[src/rtl/core/hsn_pkg.sv]
// ----------------------------------------------------------------------------
// Half-shell neighbor package
// Shared payload types, status and register codes, and offset tables.
// ----------------------------------------------------------------------------
package hsn_pkg;

    localparam int COUNT_W = 7;
    localparam int COORD_W = 6;
    localparam int INDEX_W = 18;
    localparam int SLOT_W  = 4;

    typedef logic [1:0] status_t;
    localparam status_t STATUS_OK        = 2'd0;
    localparam status_t STATUS_SMALL     = 2'd1;
    localparam status_t STATUS_UNCOVERED = 2'd2;
    localparam status_t STATUS_RANGE     = 2'd3;

    typedef logic [1:0] cfg_index_t;
    localparam cfg_index_t CFG_CELLS_X = 2'd0;
    localparam cfg_index_t CFG_CELLS_Y = 2'd1;
    localparam cfg_index_t CFG_CELLS_Z = 2'd2;

    typedef logic signed [1:0] off_t;
    localparam off_t OP = 2'sb01;
    localparam off_t ZR = 2'sb00;
    localparam off_t MN = 2'sb11;

    typedef struct packed {
        off_t dx;
        off_t dy;
        off_t dz;
    } off3_t;

    typedef struct packed {
        off_t da;
        off_t db;
    } off2_t;

    localparam off3_t FULL_OFF [13] = '{
        '{OP, OP, OP}, '{OP, ZR, OP}, '{OP, MN, OP}, '{ZR, OP, OP}, '{ZR, ZR, OP},
        '{ZR, MN, OP}, '{MN, OP, OP}, '{MN, ZR, OP}, '{MN, MN, OP}, '{OP, OP, ZR},
        '{OP, ZR, ZR}, '{OP, MN, ZR}, '{ZR, OP, ZR}
    };

    localparam off2_t PLANE_OFF [4] = '{'{OP, OP}, '{OP, ZR}, '{OP, MN}, '{ZR, OP}};

    localparam off2_t LAYER_OFF [9] = '{
        '{OP, OP}, '{OP, ZR}, '{OP, MN},
        '{ZR, OP}, '{ZR, ZR}, '{ZR, MN},
        '{MN, OP}, '{MN, ZR}, '{MN, MN}
    };

    typedef struct packed {
        logic [COORD_W-1:0] cell_x;
        logic [COORD_W-1:0] cell_y;
        logic [COORD_W-1:0] cell_z;
    } hsn_in_t;

    typedef struct packed {
        logic [INDEX_W-1:0] neighbor_cell;
        logic [SLOT_W-1:0]  slot;
        logic               last;
        status_t            status;
    } hsn_out_t;

    typedef struct packed {
        logic               valid;
        logic [COORD_W-1:0] cx;
        logic [COORD_W-1:0] cy;
        logic [COORD_W-1:0] cz;
        off3_t              off;
        logic [COUNT_W-1:0] nx;
        logic [COUNT_W-1:0] ny;
        logic [COUNT_W-1:0] nz;
        logic [SLOT_W-1:0]  slot;
        logic               last;
        status_t            status;
    } hsn_job_t;

endpackage

[src/rtl/core/hsn_index.sv]
// ----------------------------------------------------------------------------
// Half-shell neighbor index pipeline
// Wraps the neighbor coordinates and forms x*ny*nz + y*nz + z in three stages.
// ----------------------------------------------------------------------------
module hsn_index
    import hsn_pkg::*;
(
    input  logic     clk,
    input  logic     rst_n,
    input  hsn_job_t job,
    output logic     advance,
    output logic     result_valid,
    input  logic     result_stall,
    output hsn_out_t result
);

    typedef struct packed {
        logic [COUNT_W-1:0]   wx;
        logic [COUNT_W-1:0]   wy;
        logic [COUNT_W-1:0]   wz;
        logic [2*COUNT_W-1:0] nyz;
        logic [COUNT_W-1:0]   nz;
        logic [SLOT_W-1:0]    slot;
        logic                 last;
        status_t              status;
    } p1_t;

    typedef struct packed {
        logic [3*COUNT_W-1:0] px;
        logic [2*COUNT_W-1:0] py;
        logic [COUNT_W-1:0]   wz;
        logic [SLOT_W-1:0]    slot;
        logic                 last;
        status_t              status;
    } p2_t;

    function automatic logic [COUNT_W-1:0] wrap(logic [COORD_W-1:0] c, off_t d,
                                                 logic [COUNT_W-1:0] n);
        logic [COUNT_W-1:0] ce;
        logic [COUNT_W-1:0] r;
        ce = {1'b0, c};
        if (d == OP) begin
            r = ((ce + 7'd1) >= n) ? 7'd0 : ce + 7'd1;
        end else if (d == MN) begin
            r = (ce == 7'd0) ? n - 7'd1 : ce - 7'd1;
        end else begin
            r = ce;
        end
        return r;
    endfunction

    logic     p1_valid_reg, p2_valid_reg, out_valid_reg;
    p1_t      p1_reg, p1_next;
    p2_t      p2_reg, p2_next;
    hsn_out_t out_reg, out_next;
    logic [3*COUNT_W-1:0] sum;

    assign advance      = !out_valid_reg || !result_stall;
    assign result_valid = out_valid_reg;
    assign result       = out_reg;

    always_comb
    begin
        p1_next.wx     = wrap(job.cx, job.off.dx, job.nx);
        p1_next.wy     = wrap(job.cy, job.off.dy, job.ny);
        p1_next.wz     = wrap(job.cz, job.off.dz, job.nz);
        p1_next.nyz    = job.ny * job.nz;
        p1_next.nz     = job.nz;
        p1_next.slot   = job.slot;
        p1_next.last   = job.last;
        p1_next.status = job.status;

        p2_next.px     = p1_reg.wx * p1_reg.nyz;
        p2_next.py     = p1_reg.wy * p1_reg.nz;
        p2_next.wz     = p1_reg.wz;
        p2_next.slot   = p1_reg.slot;
        p2_next.last   = p1_reg.last;
        p2_next.status = p1_reg.status;

        sum = p2_reg.px + {{COUNT_W{1'b0}}, p2_reg.py} + {{2*COUNT_W{1'b0}}, p2_reg.wz};
        out_next.neighbor_cell = (p2_reg.status == STATUS_OK) ? sum[INDEX_W-1:0]
                                                              : '0;
        out_next.slot   = p2_reg.slot;
        out_next.last   = p2_reg.last;
        out_next.status = p2_reg.status;
    end

    always_ff @(posedge clk or negedge rst_n)
    begin
        if (!rst_n) begin
            p1_valid_reg  <= 1'b0;
            p2_valid_reg  <= 1'b0;
            out_valid_reg <= 1'b0;
        end else if (advance) begin
            p1_valid_reg  <= job.valid;
            p2_valid_reg  <= p1_valid_reg;
            out_valid_reg <= p2_valid_reg;
        end
    end

    always_ff @(posedge clk)
    begin
        if (advance) begin
            p1_reg  <= p1_next;
            p2_reg  <= p2_next;
            out_reg <= out_next;
        end
    end

endmodule

[src/rtl/core/half_shell_neighbor_cell_generator.sv]
// ----------------------------------------------------------------------------
// Half-shell neighbor cell generator
// Expands one home cell into its periodic half-shell neighbor cell indices.
//
// Channel  | Direction | Handshake            | Payload
// item     | in        | item_valid/stall     | hsn_in_t (cell_x, cell_y, cell_z)
// result   | out       | result_valid/stall   | hsn_out_t (neighbor_cell, slot, ...)
// cfg      | in        | cfg_valid/cfg_ready  | cfg_index, cfg_data (cell counts)
//
// Each item yields 1, 4 or 13 results, one per cycle while the result channel
// does not stall; the next item is taken in the cycle its predecessor issues
// its last result. Reset empties the pipeline and sets all cell counts to 4.
// A result stall while a result is valid holds the whole pipeline in place.
// ----------------------------------------------------------------------------
module half_shell_neighbor_cell_generator
    import hsn_pkg::*;
#(
    parameter int MAX_CELLS_PER_AXIS = 64
)
(
    input  logic               clk,
    input  logic               rst_n,
    input  logic               item_valid,
    output logic               item_stall,
    input  hsn_in_t            item,
    output logic               result_valid,
    input  logic               result_stall,
    output hsn_out_t           result,
    input  logic               cfg_valid,
    output logic               cfg_ready,
    input  cfg_index_t         cfg_index,
    input  logic [COUNT_W-1:0] cfg_data
);

    logic [COUNT_W-1:0] cells_x_reg, cells_y_reg, cells_z_reg;
    logic [COUNT_W-1:0] nx, ny, nz;
    logic               small_grid, full, plane0, plane1, plane2, uncovered, out_of_range;
    logic [1:0]         axis_next;
    logic               stack;
    logic [COORD_W-1:0] layer_coord;
    status_t            status_next;
    logic [SLOT_W-1:0]  last_slot_next;

    logic               busy_reg;
    hsn_in_t            cur_reg;
    status_t            status_reg;
    logic               full_reg;
    logic [1:0]         axis_reg;
    logic [SLOT_W-1:0]  slot_reg, last_slot_reg;

    logic               advance, accept, issue_last;
    off3_t              off;
    off2_t              in_plane;
    off_t               layer_off;
    hsn_job_t           job;

    function automatic logic [COUNT_W-1:0] eff_count(logic [COUNT_W-1:0] v);
        logic [COUNT_W-1:0] r;
        if (v == '0) begin
            r = 7'd1;
        end else if (int'(v) > MAX_CELLS_PER_AXIS) begin
            r = COUNT_W'(MAX_CELLS_PER_AXIS);
        end else begin
            r = v;
        end
        return r;
    endfunction

    assign cfg_ready = 1'b1;

    always_ff @(posedge clk or negedge rst_n)
    begin
        if (!rst_n) begin
            cells_x_reg <= 7'd4;
            cells_y_reg <= 7'd4;
            cells_z_reg <= 7'd4;
        end else if (cfg_valid) begin
            case (cfg_index)
                CFG_CELLS_X: cells_x_reg <= cfg_data;
                CFG_CELLS_Y: cells_y_reg <= cfg_data;
                CFG_CELLS_Z: cells_z_reg <= cfg_data;
                default: ;
            endcase
        end
    end

    always_comb
    begin
        nx = eff_count(cells_x_reg);
        ny = eff_count(cells_y_reg);
        nz = eff_count(cells_z_reg);

        small_grid = (nx < 7'd4) && (ny < 7'd4) && (nz < 7'd4);
        full       = (nx > 7'd2) && (ny > 7'd2) && (nz > 7'd2);
        plane0     = (ny > 7'd2) && (nz > 7'd2) && ((nx == 7'd1) || (nx == 7'd2));
        plane1     = (nz > 7'd2) && (nx > 7'd2) && ((ny == 7'd1) || (ny == 7'd2));
        plane2     = (nx > 7'd2) && (ny > 7'd2) && ((nz == 7'd1) || (nz == 7'd2));
        uncovered  = !full && !plane0 && !plane1 && !plane2;

        if (plane2) begin
            axis_next   = 2'd2;
            stack       = (nz == 7'd2);
            layer_coord = item.cell_z;
        end else if (plane1) begin
            axis_next   = 2'd1;
            stack       = (ny == 7'd2);
            layer_coord = item.cell_y;
        end else begin
            axis_next   = 2'd0;
            stack       = plane0 && (nx == 7'd2);
            layer_coord = item.cell_x;
        end

        out_of_range = ({1'b0, item.cell_x} >= nx) || ({1'b0, item.cell_y} >= ny) ||
                       ({1'b0, item.cell_z} >= nz);

        if (small_grid) begin
            status_next = STATUS_SMALL;
        end else if (uncovered) begin
            status_next = STATUS_UNCOVERED;
        end else if (out_of_range) begin
            status_next = STATUS_RANGE;
        end else begin
            status_next = STATUS_OK;
        end

        if (status_next != STATUS_OK) begin
            last_slot_next = 4'd0;
        end else if (full || (stack && (layer_coord == '0))) begin
            last_slot_next = 4'd12;
        end else begin
            last_slot_next = 4'd3;
        end
    end

    assign issue_last = busy_reg && (slot_reg == last_slot_reg);
    assign item_stall = busy_reg && !(advance && issue_last);
    assign accept     = item_valid && !item_stall;

    always_ff @(posedge clk or negedge rst_n)
    begin
        if (!rst_n) begin
            busy_reg <= 1'b0;
            slot_reg <= '0;
        end else if (accept) begin
            busy_reg <= 1'b1;
            slot_reg <= '0;
        end else if (advance && issue_last) begin
            busy_reg <= 1'b0;
        end else if (advance && busy_reg) begin
            slot_reg <= slot_reg + 4'd1;
        end
    end

    always_ff @(posedge clk)
    begin
        if (accept) begin
            cur_reg       <= item;
            status_reg    <= status_next;
            full_reg      <= full;
            axis_reg      <= axis_next;
            last_slot_reg <= last_slot_next;
        end
    end

    always_comb
    begin
        if (slot_reg < 4'd4) begin
            in_plane  = PLANE_OFF[slot_reg[1:0]];
            layer_off = ZR;
        end else begin
            in_plane  = LAYER_OFF[slot_reg - 4'd4];
            layer_off = OP;
        end

        if (full_reg) begin
            off = FULL_OFF[slot_reg];
        end else begin
            case (axis_reg)
                2'd0:    off = '{layer_off, in_plane.da, in_plane.db};
                2'd1:    off = '{in_plane.da, layer_off, in_plane.db};
                default: off = '{in_plane.da, in_plane.db, layer_off};
            endcase
        end

        job.valid  = busy_reg;
        job.cx     = cur_reg.cell_x;
        job.cy     = cur_reg.cell_y;
        job.cz     = cur_reg.cell_z;
        job.off    = off;
        job.nx     = nx;
        job.ny     = ny;
        job.nz     = nz;
        job.slot   = slot_reg;
        job.last   = issue_last;
        job.status = status_reg;
    end

    hsn_index u_index (
        .clk          (clk),
        .rst_n        (rst_n),
        .job          (job),
        .advance      (advance),
        .result_valid (result_valid),
        .result_stall (result_stall),
        .result       (result)
    );

endmodule
[config.mk]
export PLATFORM = sky130hd
export DESIGN_NAME = half_shell_neighbor_cell_generator
export DESIGN_NICKNAME = d
export VERILOG_FILES = /design/src/rtl/core/hsn_pkg.sv /design/src/rtl/core/hsn_index.sv /design/src/rtl/core/half_shell_neighbor_cell_generator.sv
export SDC_FILE = /design/constraint.sdc
export NUM_CORES = 1
export LEC_CHECK = 0
export BUFFER_PORTS_ARGS = -buffer_cell sky130_fd_sc_hd__buf_2
export CAP_MARGIN = 20
export CELL_PAD_IN_SITES_DETAIL_PLACEMENT = 1
export CELL_PAD_IN_SITES_GLOBAL_PLACEMENT = 1
export CORE_MARGIN = 2
export CORE_UTILIZATION = 51
export CTS_CLUSTER_SIZE = 28
export DETAILED_ROUTE_END_ITERATION = 12
export GPL_TIMING_DRIVEN = 0
export PLACE_DENSITY = 0.84
export SETUP_SLACK_MARGIN = 0.1
export SYNTH_ARGS = -nofsm -noshare
export SYNTH_HDL_FRONTEND = slang
export SYNTH_SLANG_ARGS = --single-unit
[constraint.sdc]
create_clock -name clk -period 6.6 [get_ports clk]
set_input_delay 0 -clock clk [delete_from_list [all_inputs] [get_ports clk]]
set_output_delay 0 -clock clk [all_outputs]
set_load 0.03 [all_outputs]
# Yosys cells after proc, flatten, opt, wreduce, memory -nomap -nowiden
# Memory sizes are Yosys's and may differ from the RTL's.
# Index checks and enable logic that the tools add are counted.
# word_totals
ff_bits,176
mem_bits_ro,160
out_inout_bits,28
memories,2
# mem_list
name,words,word_bits,read_ports,rd_clocked_by_memory_dff,write_ports,line_no,text
(name not given),16,6,1,0,0,half_shell_neighbor_cell_generator.sv:177,off = FULL_OFF[slot_reg];
(name not given),16,4,1,0,0,half_shell_neighbor_cell_generator.sv:172,in_plane = LAYER_OFF[slot_reg - 4'd4];
# classes
n_addsub,13
n_mul,3
n_lt_le_gt_ge,19
n_eq_ne,17
mux,43
n_bitwise,3
n_reduce_logical,51
# ops
cell,count
two-way mux 7 bit,18
two-way mux 4 bit,9
two-way mux 6 bit,5
multiplier 7 x 7 -> 14 bit,2
zero test 6 bit,4
adder 6 x 1 -> 7 bit (second input constant),3
== test 7 x 1 -> 1 bit (second input constant),3
== test 7 x 2 -> 1 bit (second input constant),3
>= comparator 6 x 7 -> 1 bit,3
>= comparator 7 bit,3
greater-than comparator 7 x 2 -> 1 bit (second input constant),3
greater-than comparator 7 bit (second input constant),3
zero test 7 bit,3
less-than comparator 7 x 3 -> 1 bit (second input constant),3
subtractor 6 x 1 -> 7 bit (second input constant),3
subtractor 7 x 1 -> 7 bit (second input constant),3
logical AND 1 bit,19
adder 18 x 14 -> 18 bit,1
adder 18 x 7 -> 18 bit,1
multiplier 7 x 14 -> 18 bit,1
case mux 6 bit (2 select lines),1
== test 2 x 1 -> 1 bit (second input constant),5
>= comparator 5 bit (second input constant),2
NOT 4 -> 5 bit,2
16 further kinds,46

# Logic depth before layout (Yosys ltp)
# logic_depth
ltp_word,13
mapped_depth,19

# Hierarchy
# From an unflattened synthesis, not the netlist that was laid out.
# unflattened
cells_unflattened,1521
hier_area_um2,15437.3
# modules_own_cells
module,n_inst,cells_per_inst,area_per_inst_um2,seq_area_each_um2
hsn_index,1,1228,12408.2,3678.5
half_shell_neighbor_cell_generator,1,293,3029.2,1405.1

# Least setup slack after synthesis
# Ideal clock, no wire load.
# synth_timing
kind,reg2reg
from,reg cells_y_reg[3]
to,"reg u_index.p1_reg[27] (netlist name), data pin"
setup_ps,260
arrival_ps,4644
path_slack_ps,1696
path_stages_with_launch,18
path_buffers,0
synth_period_minus_slack_ps,4904
cell_sequence,dfrtp_1 nor4_1 a21oi_1 nor2_1 nand2_1 fa_1 fa_1 inv_1 fa_1 inv_1 fa_1 inv_1 ha_1 o21a_1 o21ai_0 o311a_1 a21oi_1 xnor2_1
# synth_rtl
item,line_no,text
from (decl),half_shell_neighbor_cell_generator.sv:35,"logic [COUNT_W-1:0] cells_x_reg, cells_y_reg, cells_z_reg;"
from (signal assigned),half_shell_neighbor_cell_generator.sv:80,CFG_CELLS_Y: cells_y_reg <= cfg_data;
to (signal assigned),hsn_index.sv:104,p1_reg <= p1_next;
to (decl),hsn_index.sv:53,"p1_t p1_reg, p1_next;"

==> metrics <==
status finished clean; Post-synth EDFFs 145; final setup skew 22.3 ps; Resized Gates After CTS 0; clk_lat worst skew 460 ps; Final Cycle Share 89.4%; Die W 178 um; pin count of the biggest net entering global routing 75; setup bufs post-CTS 0; total global-route track usage 28.4%; top-area cell type share of the netlist area 28.3%; Core Util, Final 57.6%; Detail Route Antenna Nets 0; Slew headroom 21.7%; n_diodes 0; Commonest cells post-synth ha_1 (171), inv_1 (167), nand2_1 (164); CTS tree built; I/O Buffers 58; top post-synthesis cells by area edfxtp_1 (28%), fa_1 (15%), ha_1 (14%); io pins 60; clk slew on worst S/H paths 80 ps; layout cells sized above 1 8.54%; Max FO, Critical Path 9; Synth cell types 77; Hold Crit Class in -> reg; r2r startpoint cells_y_reg[3]$_DFFE_PN0P_; worst hold path startpoint result_stall; Yosys top cell by area edfxtp_1; core footprint 29600 sq um; via total after detailed routing 12.1k; Rows 63; Pins Over Slew Limit 0; first-pass GRT wire length 69500 um; Worst setup SP type flip-flop; Final Hold Viols 0; CP Cell Sequence nor4_1 > a21oi_1 > nor2_1 > clkinv_1 > nor2_1 > ha_1 > inv_1 > fa_1 > inv_1 > fa_1 > inv_1 > fa_1 > inv_1 > ha_1 > o21a_1 > o21ai_0 > o311a_1 > a21oi_1 > xnor2_1; count of clock tree sinks 174; final setup margin 698 ps; DR iter-0 viols 713; CP required 6800 ps; CTS root buffer clkbuf_16; number of flip-flops under the largest register name 49; crit-path leading delay family adder cells; synthesized area 15400 sq um; Crit Path Class reg -> reg; Ys Warns 0; CP endpoint kind flip-flop; Buf/Inv on CP 5; DIE HEIGHT 178 um; starting density of the core 51.9%; worst-case clock buffer depth 2; DR WL/cell 21.2 um; initial antenna violation count 1; post-synthesis cell count 1517; vias in the first global route 13.1k; synthesized net count 1833; syn avg cell area 10.1 sq um; maxcap violations 0; Hold WS 71.0 ps; Worst-Margin Slew 1160 ps; Slowest cell on crit path nor4_1; Seq/Total Area, Yosys 33.1%; number of CTS-inserted buffers 17; gr ovfl total 0; die area 31600 sq um; Synth Flop Type edfxtp_1; most common cell in the synthesized netlist ha_1; Yosys reg bits 174; vias per inst 5.96; most used cell, CP inv_1; Async S/R FF share, synth 16.7%; GP Congestion 0.950; crit path DAT 6100 ps; setup TNS 0 ps; Max Clk Rate 169 MHz; DP Worst Slack 936 ps; total wire length 43100 um; RSZ-0062 raised after global routing false; fin nets 1943; final setup fails 0; clock period minus final worst setup slack 5900 ps; drt drc 0; fillers 3315; area grow syn2layout 11.1%; Final HPWL DP 32400 um; slowest stage delay, CP 550 ps; H-tree depth 4; Critical Path Source cells_y_reg[3]$_DFFE_PN0P_; DR pass1 iterations 5
[per-layer routing]
metal,wire (um),vias to the layer above,global-route usage (%)
li1,-,5544,-
met1,17000,6131,32.8
met2,22700,330,52.6
met3,1830,101,4.35
met4,1590,0,10.9
met5,0,-,0
[tightest hold or removal path: cells and delay by family]
family                 cells  cell delay [ps]
muxes                      1              190
buffers and inverters      1               70
and+or+nand+nor            1              240
[timing repair]
item | 4_1_cts | 5_1_grt
hold buffers | 27 | 2
hold endpoints to repair | 73 | 1
setup endpoints to repair | 0 | 0
[cell families (layout without fill, tap and decap cells)]
group | after synthesis | after routing | synth area share (%)
and+or+nand+nor | 491 | 491 | 15.5
adders and majority gates | 284 | 284 | 28.6
AOI/OAI and AO/OA | 270 | 270 | 12.0
buffers and inverters | 203 | 326 | 5.01
DFF | 174 | 174 | 33.1
xor gates and xnor gates | 65 | 65 | 3.70
muxes | 29 | 29 | 2.07
other | 1 | 1 | 0.0244
[final cells by class]
| class | instances | area (sq um) | area share, % |
|---|---|---|---|
| inverter | 171 | 644 | 3.77 |
| timing repair buffer | 91 | 648 | 3.79 |
| tap | 390 | 488 | 2.86 |
| sequential | 174 | 5080 | 29.8 |
| clock inverter | 13 | 125 | 0.732 |
| buffer | 32 | 129 | 0.754 |
| multi-input combinational | 1140 | 9520 | 55.7 |
| clock buffer | 19 | 443 | 2.59 |
[stage by stage]
step	cell area (sq um)	instances
floorplan	15400	1517
global placement	16200	1965
detailed placement	16200	1967
CTS	17000	2026
global route	17100	2030
finish	17100	2030
[cells in the final DEF (no fill, tap or decap), drive strengths merged, types with 14 or more instances in the layout]
master / instances
nor2: 105
nand3: 30
clkbuf: 45
xor2: 16
a21o: 21
xnor2: 49
buf: 68
o21ai: 58
a21oi: 58
a211oi: 19
dlygate4sd3: 29
and3: 14
edfxtp: 145
and2: 57
mux2: 22
nand2b: 21
nor2b: 15
nor3: 31
ha: 171
dfrtp: 26
fa: 113
nand2: 164
inv: 174
[worst paths after layout]
check	endpoint	slack, ps	cells past startpoint
setup / recovery	u_index.p1_reg[27]$_DFFE_PP_	700	19
hold / removal	u_index.p1_valid_reg$_DFFE_PN0P_	70	3
setup reg to reg	u_index.p1_reg[27]$_DFFE_PP_	700	19
hold reg to reg	u_index.result[3]$_DFFE_PP_	420	0
max in group asynchronous	cells_y_reg[6]$_DFFE_PN0P_	6000	2
min in group asynchronous	busy_reg$_DFFE_PN0P_	150	2
Power is left out: the tool's default activity adds up to more than one toggle a clock period on the data nets, which glitch-free logic cannot reach.
